## src/sv/plg_pkg.sv

```systemverilog
// ============================================================================
// plg_pkg
// Shared widths, codes and types of the probabilistic logic gate.
// ============================================================================
package plg_pkg;

    localparam int NODE_COUNT  = 16;
    localparam int MAX_IN_BITS = 4;
    localparam int OUT_SLOTS   = 4;

    localparam int NODE_W   = 4;
    localparam int STATES_W = 16;
    localparam int ROW_W    = 4;
    localparam int COL_W    = 4;
    localparam int ADDR_W   = ROW_W + COL_W;
    localparam int TBL_DEPTH = 1 << ADDR_W;
    localparam int WEIGHT_W = 8;
    localparam int SUM_W    = 12;
    localparam int ALU_W    = SUM_W + 1;
    localparam int RND_W    = 31;
    localparam int CNT_W    = 3;
    localparam int MAP_W    = 16;
    localparam int STEP_W   = 5;

    localparam int S_DATA_W = 64;
    localparam int M_DATA_W = 24;
    localparam int CFG_IDX_W = 2;

    localparam logic CMD_WRITE = 1'b0;
    localparam logic CMD_EVAL  = 1'b1;

    localparam logic [CFG_IDX_W-1:0] REG_INPUT_COUNT  = 2'd0;
    localparam logic [CFG_IDX_W-1:0] REG_OUTPUT_COUNT = 2'd1;
    localparam logic [CFG_IDX_W-1:0] REG_INPUT_MAP    = 2'd2;
    localparam logic [CFG_IDX_W-1:0] REG_OUTPUT_MAP   = 2'd3;

    typedef struct packed {
        logic [ALU_W-1:0] a;
        logic [ALU_W-1:0] b;
    } alu_req_t;

    typedef struct packed {
        logic [ALU_W-1:0] diff;
        logic             borrow;
    } alu_rsp_t;

endpackage

```

## src/sv/plg_ram.sv

```systemverilog
// ============================================================================
// plg_ram
// Generic single-write, single-read RAM with registered read data.
// ============================================================================
module plg_ram #(
    parameter int DATA_W = 8,
    parameter int DEPTH  = 256
) (
    input  logic                     aclk,
    input  logic                     we,
    input  logic [$clog2(DEPTH)-1:0] waddr,
    input  logic [DATA_W-1:0]        wdata,
    input  logic [$clog2(DEPTH)-1:0] raddr,
    output logic [DATA_W-1:0]        rdata
);

    logic [DATA_W-1:0] mem_reg [DEPTH];

    always_ff @(posedge aclk) begin
        if (we) begin
            mem_reg[waddr] <= wdata;
        end
        rdata <= mem_reg[raddr];
    end

endmodule

```

## src/sv/plg_alu.sv

```systemverilog
// ============================================================================
// plg_alu
// Shared subtract and compare unit used by the write, row-sum, division and walk steps.
// ============================================================================
module plg_alu (
    input  plg_pkg::alu_req_t req,
    output plg_pkg::alu_rsp_t rsp
);
    import plg_pkg::*;

    logic [ALU_W:0] wide;

    assign wide       = {1'b0, req.a} - {1'b0, req.b};
    assign rsp.diff   = wide[ALU_W-1:0];
    assign rsp.borrow = wide[ALU_W];

endmodule

```

## src/sv/probabilistic_logic_gate.sv

```systemverilog
// ============================================================================
// probabilistic_logic_gate
// Weighted stochastic gate with a 16 x 16 weight table and row sums.
// ============================================================================
// After reset the block sweeps the weight RAM to zero and takes no request
// meanwhile; configuration writes are taken at any time. A weight write stores
// the weight and updates the row sum. An evaluate latches and forms the row
// index, reads the row sum, runs 31 restoring division steps for the modulo,
// reads the RAM once per column walked (1 to 16), and posts the result, which
// stretches while the previous result is still held on the output. A row sum
// below 2 skips the division and walk. The subtractions of the row-sum update,
// division and walk share one 13-bit subtractor, and the walk is paced by the
// RAM read port. One request is worked at a time; a finished result waits in
// the output register while the next request is accepted.
module probabilistic_logic_gate (
    input  logic                             aclk,
    input  logic                             aresetn,
    input  logic                             cfg_wen,
    input  logic [plg_pkg::CFG_IDX_W-1:0]    cfg_index,
    input  logic [plg_pkg::MAP_W-1:0]        cfg_wdata,
    input  logic                             s_tvalid,
    output logic                             s_tready,
    // row[3:0], column[7:4], weight[15:8], node_states[31:16],
    // random_word[62:32], zero[63]
    input  logic [plg_pkg::S_DATA_W-1:0]     s_tdata,
    // command[0]
    input  logic                             s_tuser,
    output logic                             m_tvalid,
    input  logic                             m_tready,
    // chosen_column[3:0], set_mask[19:4], zero[23:20]
    output logic [plg_pkg::M_DATA_W-1:0]     m_tdata,
    // sum_error[0]
    output logic                             m_tuser
);
    import plg_pkg::*;

    typedef enum logic [2:0] {
        ST_CLEAR,
        ST_IDLE,
        ST_WRITE,
        ST_SUM,
        ST_DIV,
        ST_WALK,
        ST_DONE
    } state_t;

    state_t state_reg;

    logic [CNT_W-1:0]    input_count_reg;
    logic [CNT_W-1:0]    output_count_reg;
    logic [MAP_W-1:0]    input_map_reg;
    logic [MAP_W-1:0]    output_map_reg;
    logic [SUM_W-1:0]    row_sums_reg [1 << ROW_W];

    logic [ADDR_W-1:0]   clr_addr_reg;
    logic [ADDR_W-1:0]   wr_addr_reg;
    logic [WEIGHT_W-1:0] wr_weight_reg;
    logic [ROW_W-1:0]    idx_reg;
    logic [RND_W-1:0]    quo_reg;
    logic [SUM_W-1:0]    rem_reg;
    logic [SUM_W-1:0]    d_reg;
    logic [STEP_W-1:0]   step_reg;
    logic [COL_W-1:0]    j_reg;
    logic                err_reg;

    logic [COL_W-1:0]    out_col_reg;
    logic [STATES_W-1:0] out_mask_reg;
    logic                out_err_reg;
    logic                out_valid_reg;

    logic [ROW_W-1:0]    s_row;
    logic [COL_W-1:0]    s_col;
    logic [WEIGHT_W-1:0] s_weight;
    logic [STATES_W-1:0] s_states;
    logic [RND_W-1:0]    s_rnd;
    logic                s_fire;

    logic [CNT_W-1:0]    nin;
    logic [CNT_W-1:0]    nout;
    logic [ROW_W-1:0]    idx_next;
    logic [STATES_W-1:0] mask_next;

    alu_req_t            alu_req;
    alu_rsp_t            alu_rsp;
    logic [SUM_W-1:0]    rem_next;
    logic                walk_stop;
    logic [COL_W-1:0]    j_next;
    logic                out_free;

    logic                ram_we;
    logic [ADDR_W-1:0]   ram_waddr;
    logic [WEIGHT_W-1:0] ram_wdata;
    logic [ADDR_W-1:0]   ram_raddr;
    logic [WEIGHT_W-1:0] ram_rdata;

    assign s_row    = s_tdata[ROW_W-1:0];
    assign s_col    = s_tdata[ROW_W+COL_W-1:ROW_W];
    assign s_weight = s_tdata[ADDR_W+WEIGHT_W-1:ADDR_W];
    assign s_states = s_tdata[ADDR_W+WEIGHT_W+STATES_W-1:ADDR_W+WEIGHT_W];
    assign s_rnd    = s_tdata[ADDR_W+WEIGHT_W+STATES_W+RND_W-1:ADDR_W+WEIGHT_W+STATES_W];

    assign s_tready = (state_reg == ST_IDLE);
    assign s_fire   = s_tvalid && s_tready;
    assign out_free = !out_valid_reg || m_tready;

    assign m_tvalid = out_valid_reg;
    assign m_tdata  = {{(M_DATA_W - COL_W - STATES_W){1'b0}}, out_mask_reg, out_col_reg};
    assign m_tuser  = out_err_reg;

    always_comb begin
        if (input_count_reg == '0) begin
            nin = CNT_W'(1);
        end else if (input_count_reg > CNT_W'(MAX_IN_BITS)) begin
            nin = CNT_W'(MAX_IN_BITS);
        end else begin
            nin = input_count_reg;
        end
        if (output_count_reg == '0) begin
            nout = CNT_W'(1);
        end else if (output_count_reg > CNT_W'(OUT_SLOTS)) begin
            nout = CNT_W'(OUT_SLOTS);
        end else begin
            nout = output_count_reg;
        end
    end

    always_comb begin
        logic [NODE_W-1:0] node;
        idx_next = '0;
        for (int i = 0; i < MAX_IN_BITS; i++) begin
            node = input_map_reg[NODE_W*i +: NODE_W];
            if (CNT_W'(i) < nin) begin
                idx_next = {idx_next[ROW_W-2:0],
                    ({1'b0, node} < (NODE_W+1)'(NODE_COUNT)) ? s_states[node] : 1'b0};
            end
        end
    end

    always_comb begin
        logic [NODE_W-1:0] node;
        mask_next = '0;
        for (int i = 0; i < OUT_SLOTS; i++) begin
            node = output_map_reg[NODE_W*i +: NODE_W];
            if (CNT_W'(i) < nout && j_reg[i] &&
                ({1'b0, node} < (NODE_W+1)'(NODE_COUNT))) begin
                mask_next[node] = 1'b1;
            end
        end
    end

    always_comb begin
        alu_req = '0;
        unique case (state_reg)
            ST_WRITE: begin
                alu_req.a = {1'b0, row_sums_reg[wr_addr_reg[ADDR_W-1:COL_W]]}
                          + ALU_W'(wr_weight_reg);
                alu_req.b = ALU_W'(ram_rdata);
            end
            ST_SUM: begin
                alu_req.a = {1'b0, row_sums_reg[idx_reg]};
                alu_req.b = ALU_W'(1);
            end
            ST_DIV: begin
                alu_req.a = {rem_reg, quo_reg[RND_W-1]};
                alu_req.b = {1'b0, d_reg};
            end
            ST_WALK: begin
                alu_req.a = {1'b0, rem_reg};
                alu_req.b = ALU_W'(ram_rdata);
            end
            default: begin
                alu_req = '0;
            end
        endcase
    end

    plg_alu u_alu (
        .req (alu_req),
        .rsp (alu_rsp)
    );

    assign rem_next  = alu_rsp.borrow ? alu_req.a[SUM_W-1:0] : alu_rsp.diff[SUM_W-1:0];
    assign walk_stop = alu_rsp.borrow || (j_reg == {COL_W{1'b1}});
    assign j_next    = (state_reg == ST_WALK && !walk_stop) ? j_reg + COL_W'(1) : j_reg;

    always_comb begin
        ram_we    = 1'b0;
        ram_waddr = wr_addr_reg;
        ram_wdata = wr_weight_reg;
        if (state_reg == ST_CLEAR) begin
            ram_we    = 1'b1;
            ram_waddr = clr_addr_reg;
            ram_wdata = '0;
        end else if (state_reg == ST_WRITE) begin
            ram_we    = 1'b1;
        end
        if (state_reg == ST_IDLE) begin
            ram_raddr = {s_row, s_col};
        end else begin
            ram_raddr = {idx_reg, j_next};
        end
    end

    plg_ram #(
        .DATA_W (WEIGHT_W),
        .DEPTH  (TBL_DEPTH)
    ) u_table (
        .aclk  (aclk),
        .we    (ram_we),
        .waddr (ram_waddr),
        .wdata (ram_wdata),
        .raddr (ram_raddr),
        .rdata (ram_rdata)
    );

    always_ff @(posedge aclk) begin
        if (!aresetn) begin
            state_reg        <= ST_CLEAR;
            clr_addr_reg     <= '0;
            input_count_reg  <= CNT_W'(1);
            output_count_reg <= CNT_W'(1);
            input_map_reg    <= '0;
            output_map_reg   <= '0;
            out_valid_reg    <= 1'b0;
            for (int k = 0; k < (1 << ROW_W); k++) begin
                row_sums_reg[k] <= '0;
            end
        end else begin
            if (cfg_wen) begin
                unique case (cfg_index)
                    REG_INPUT_COUNT:  input_count_reg  <= cfg_wdata[CNT_W-1:0];
                    REG_OUTPUT_COUNT: output_count_reg <= cfg_wdata[CNT_W-1:0];
                    REG_INPUT_MAP:    input_map_reg    <= cfg_wdata;
                    REG_OUTPUT_MAP:   output_map_reg   <= cfg_wdata;
                    default: ;
                endcase
            end

            if (out_valid_reg && m_tready && state_reg != ST_DONE) begin
                out_valid_reg <= 1'b0;
            end

            unique case (state_reg)
                ST_CLEAR: begin
                    clr_addr_reg <= clr_addr_reg + ADDR_W'(1);
                    if (clr_addr_reg == {ADDR_W{1'b1}}) begin
                        state_reg <= ST_IDLE;
                    end
                end
                ST_IDLE: begin
                    if (s_fire) begin
                        wr_addr_reg   <= {s_row, s_col};
                        wr_weight_reg <= s_weight;
                        idx_reg       <= idx_next;
                        quo_reg       <= s_rnd;
                        j_reg         <= '0;
                        state_reg     <= (s_tuser == CMD_EVAL) ? ST_SUM : ST_WRITE;
                    end
                end
                ST_WRITE: begin
                    row_sums_reg[wr_addr_reg[ADDR_W-1:COL_W]] <= alu_rsp.diff[SUM_W-1:0];
                    state_reg <= ST_IDLE;
                end
                ST_SUM: begin
                    d_reg    <= alu_rsp.diff[SUM_W-1:0];
                    rem_reg  <= '0;
                    step_reg <= STEP_W'(RND_W - 1);
                    if (row_sums_reg[idx_reg] < SUM_W'(2)) begin
                        err_reg   <= 1'b1;
                        state_reg <= ST_DONE;
                    end else begin
                        err_reg   <= 1'b0;
                        state_reg <= ST_DIV;
                    end
                end
                ST_DIV: begin
                    rem_reg  <= rem_next;
                    quo_reg  <= {quo_reg[RND_W-2:0], 1'b0};
                    step_reg <= step_reg - STEP_W'(1);
                    if (step_reg == '0) begin
                        state_reg <= ST_WALK;
                    end
                end
                ST_WALK: begin
                    if (walk_stop) begin
                        state_reg <= ST_DONE;
                    end else begin
                        rem_reg <= alu_rsp.diff[SUM_W-1:0];
                        j_reg   <= j_next;
                    end
                end
                ST_DONE: begin
                    if (out_free) begin
                        out_valid_reg <= 1'b1;
                        out_err_reg   <= err_reg;
                        out_col_reg   <= err_reg ? '0 : j_reg;
                        out_mask_reg  <= err_reg ? '0 : mask_next;
                        state_reg     <= ST_IDLE;
                    end
                end
                default: begin
                    state_reg <= ST_IDLE;
                end
            endcase
        end
    end

`ifndef SYNTHESIS
    a_eval_busy: assert property (@(posedge aclk) disable iff (!aresetn)
        (s_fire && s_tuser == CMD_EVAL) |=> !s_tready)
        else $error("evaluate request did not hold the input side busy");

    a_write_two_cycles: assert property (@(posedge aclk) disable iff (!aresetn)
        (s_fire && s_tuser == CMD_WRITE) |=> ##1 s_tready)
        else $error("weight write did not finish in two cycles");

    a_rem_bound: assert property (@(posedge aclk) disable iff (!aresetn)
        (state_reg == ST_DIV) |-> (rem_reg < d_reg))
        else $error("division remainder out of range");

    a_walk_divisor: assert property (@(posedge aclk) disable iff (!aresetn)
        (state_reg == ST_WALK) |-> (d_reg != '0 && !err_reg))
        else $error("column walk entered with a short row sum");

    a_error_zero: assert property (@(posedge aclk) disable iff (!aresetn)
        (m_tvalid && m_tuser) |-> (m_tdata == '0))
        else $error("error result carries a nonzero column or mask");
`endif

endmodule
```

## config.mk

```make
export PLATFORM = sky130hd
export DESIGN_NAME = probabilistic_logic_gate
export DESIGN_NICKNAME = d
export VERILOG_FILES = /design/src/sv/plg_pkg.sv /design/src/sv/plg_ram.sv /design/src/sv/plg_alu.sv /design/src/sv/probabilistic_logic_gate.sv
export SDC_FILE = /design/constraint.sdc
export NUM_CORES = 2
export LEC_CHECK = 0
export BUFFER_PORTS_ARGS = -buffer_cell sky130_fd_sc_hd__buf_2
export CAP_MARGIN = 20
export CELL_PAD_IN_SITES_DETAIL_PLACEMENT = 1
export CELL_PAD_IN_SITES_GLOBAL_PLACEMENT = 1
export CORE_MARGIN = 2
export CORE_UTILIZATION = 35
export CTS_CLUSTER_SIZE = 12
export DETAILED_ROUTE_END_ITERATION = 12
export PLACE_DENSITY_LB_ADDON = 0.1
export SLEW_MARGIN = 20
export SYNTH_ARGS = -nofsm -noshare
export SYNTH_HDL_FRONTEND = slang
export SYNTH_HIERARCHICAL = 1
export SYNTH_SLANG_ARGS = --single-unit
```

## constraint.sdc

```tcl
create_clock -name aclk -period 8.5 [get_ports aclk]
set_clock_uncertainty 0.15 [all_clocks]
set_input_delay 0.425 -clock aclk [delete_from_list [all_inputs] [get_ports aclk]]
set_output_delay 0.425 -clock aclk [all_outputs]
set_load 0.02 [all_outputs]
```

==> flow_metrics.tcl <==
set metrics [dict create \
    boundaryPins 115 \
    grt_pass1_wl_um 429000 \
    hp-class "in2reg" \
    max-slew-margin-rel_pct 17.4 \
    numCtsBuffers 278 \
    synth_warnings 6 \
    cts_tree "built" \
    post-route-min-period_ns 8.20 \
    period_share_pct 96.4 \
    worstMarginPinSlew_ns 1.24 \
    start_util_pct 35.1 \
    max_cap_viol_count 0 \
    fin_nets 5941 \
    grt_max_degree 216 \
    antenna_found_initial 17 \
    die_h_um 535 \
    finalInstanceArea_mm2 0.116 \
    vias 52655 \
    postRouteAntennaNets 0 \
    p_leak_nw 37.7 \
    crit_path_end_kind "flip-flop" \
    grt_pass1_vias 55921 \
    final-hold-violation-count 0 \
    design.die.area_mm2 0.287 \
    drive_above_1_share_pct 27.0 \
    drc 0 \
    ctsHtreeMaxLevel 5 \
    slowest_delay_ns 0.57 \
    clkTransAtPathRegs_ns 0.06 \
    syn_avg_cell_area_um2 18.8 \
    synthToLayoutAreaGrowth_pct 17.5 \
    finalSetupViolations 0 \
    drt-total-wl_um 301000 \
    worst-setup-path-type "reg2reg" \
    fmax_ghz 0.122 \
    slew_violations 0 \
    status "finished, final reports clean" \
    clk_latency_ns 0.89 \
    die_w_um 535 \
    place.port_buffers 109 \
    track_usage_pct 20.9 \
    gp_congestion 0.841 \
    largest_reg_flops 2048 \
    path_buf_inv 7 \
    tns_ns 0 \
    drtPass1Iterations 5 \
    root_buffer "clkbuf_16" \
    coreArea_mm2 0.282 \
    critPathRequiredTime_ns 9.13 \
    utilization_pct 41.3 \
    synth_area_mm2 0.0988 \
    place_area_mm2 0.107 \
    worstSetupStartpointType "flip-flop" \
    peakVddDrop_mv 0.136 \
    fp-row-count 195 \
    dpl.hpwl_um 198000 \
    cts_sinks 2408 \
    wl_per_cell_um 30.8 \
    power_density_mw_per_mm2 213 \
    total_power_w 0.0247 \
    cts_max_path_buffers 4 \
    worst_hold_slack_ns 0.102 \
    critPathMaxFanout 13 \
    drt-vias-per-instance 5.38 \
    drtIter0Drc 4323 \
    arrival_ns 8.83 \
    crit_slowest_cell "mux4_2" \
    grt_overflow_total 0 \
    netlist_instances 5263 \
    crit_family "compound AO/OA/AOI/OAI gates" \
    hp-start "aresetn" \
]
worst reg2reg max path, delay by kind of cell (launching register included):
family / cells / cell delay, ns
flops: 1 / 0.37
simple gates: 6 / 0.90
mux: 4 / 2.17
buf+inv: 7 / 1.30
compound gates: 12 / 2.21
xor+xnor: 2 / 0.30
fa+ha+maj: 2 / 0.67
power breakdown:
part	total, W	internal [W]	switching, W
Clock	0.0114	0.00658	0.00486
Combinational	0.000325	0.000129	0.000197
Sequential	0.0129	0.0129	0.0000374
per-layer routing:
metal / share of wire, % / up-vias / track usage, %
met1: 44 / 28518 / 29.0
met5: 0 / - / 0
met4: 2.3 / 0 / 5.17
met3: 4.3 / 334 / 2.79
met2: 49 / 1199 / 34.8
li1: - / 22604 / -
layout by cell type, fill, tap and decap left out, types with 60 or more instances in the layout:
master,n
clkbuf_16,284
clkbuf_1,60
a21oi_1,123
a22oi_1,138
and2_1,207
mux4_2,568
dlygate4sd3_1,70
nand2_1,163
nor2_1,347
mux2i_1,194
buf_12,71
edfxtp_1,2346
buf_2,109
buf_4,361
path summary, 6_finish.rpt:
path | endpoint | slack (ns) | cells past startpoint
setup / recovery | u_table/rdata[2] | 0.30 | 33
hold / removal | input_count_reg[0] | 0.10 | 3
setup reg to reg | u_table/rdata[2] | 0.30 | 33
hold reg to reg | input_map_reg[11] | 0.33 | 2
per-stage QoR:
step	worst slack (ns)	instances
finish	0.304	9780
global route	-0.0390	9776
CTS	0.00239	9764
detailed placement	-0.314	9208
global placement	-0.423	9207
floorplan	-0.221	5267
layout make-up:
type	instances	area (µm²)
fillers	26990	165000
multi-input cells	2482	25500
clock buffers	349	7400
well taps	3743	4680
diodes	5	12.5
flip-flops and latches	2408	71700
clock inverters	137	1140
repair buffers	624	5590
inverters	32	120
timing repair:
action / in CTS / in global routing
pin swaps: 3 / 3
buffers inserted: 0 / 8
hold endpoints to repair: 92 / 0
gates resized for setup: 11 / 29
setup endpoints to repair: 5 / 8
hold buffers: 70 / 0
(Power assumes the default switching activity.)
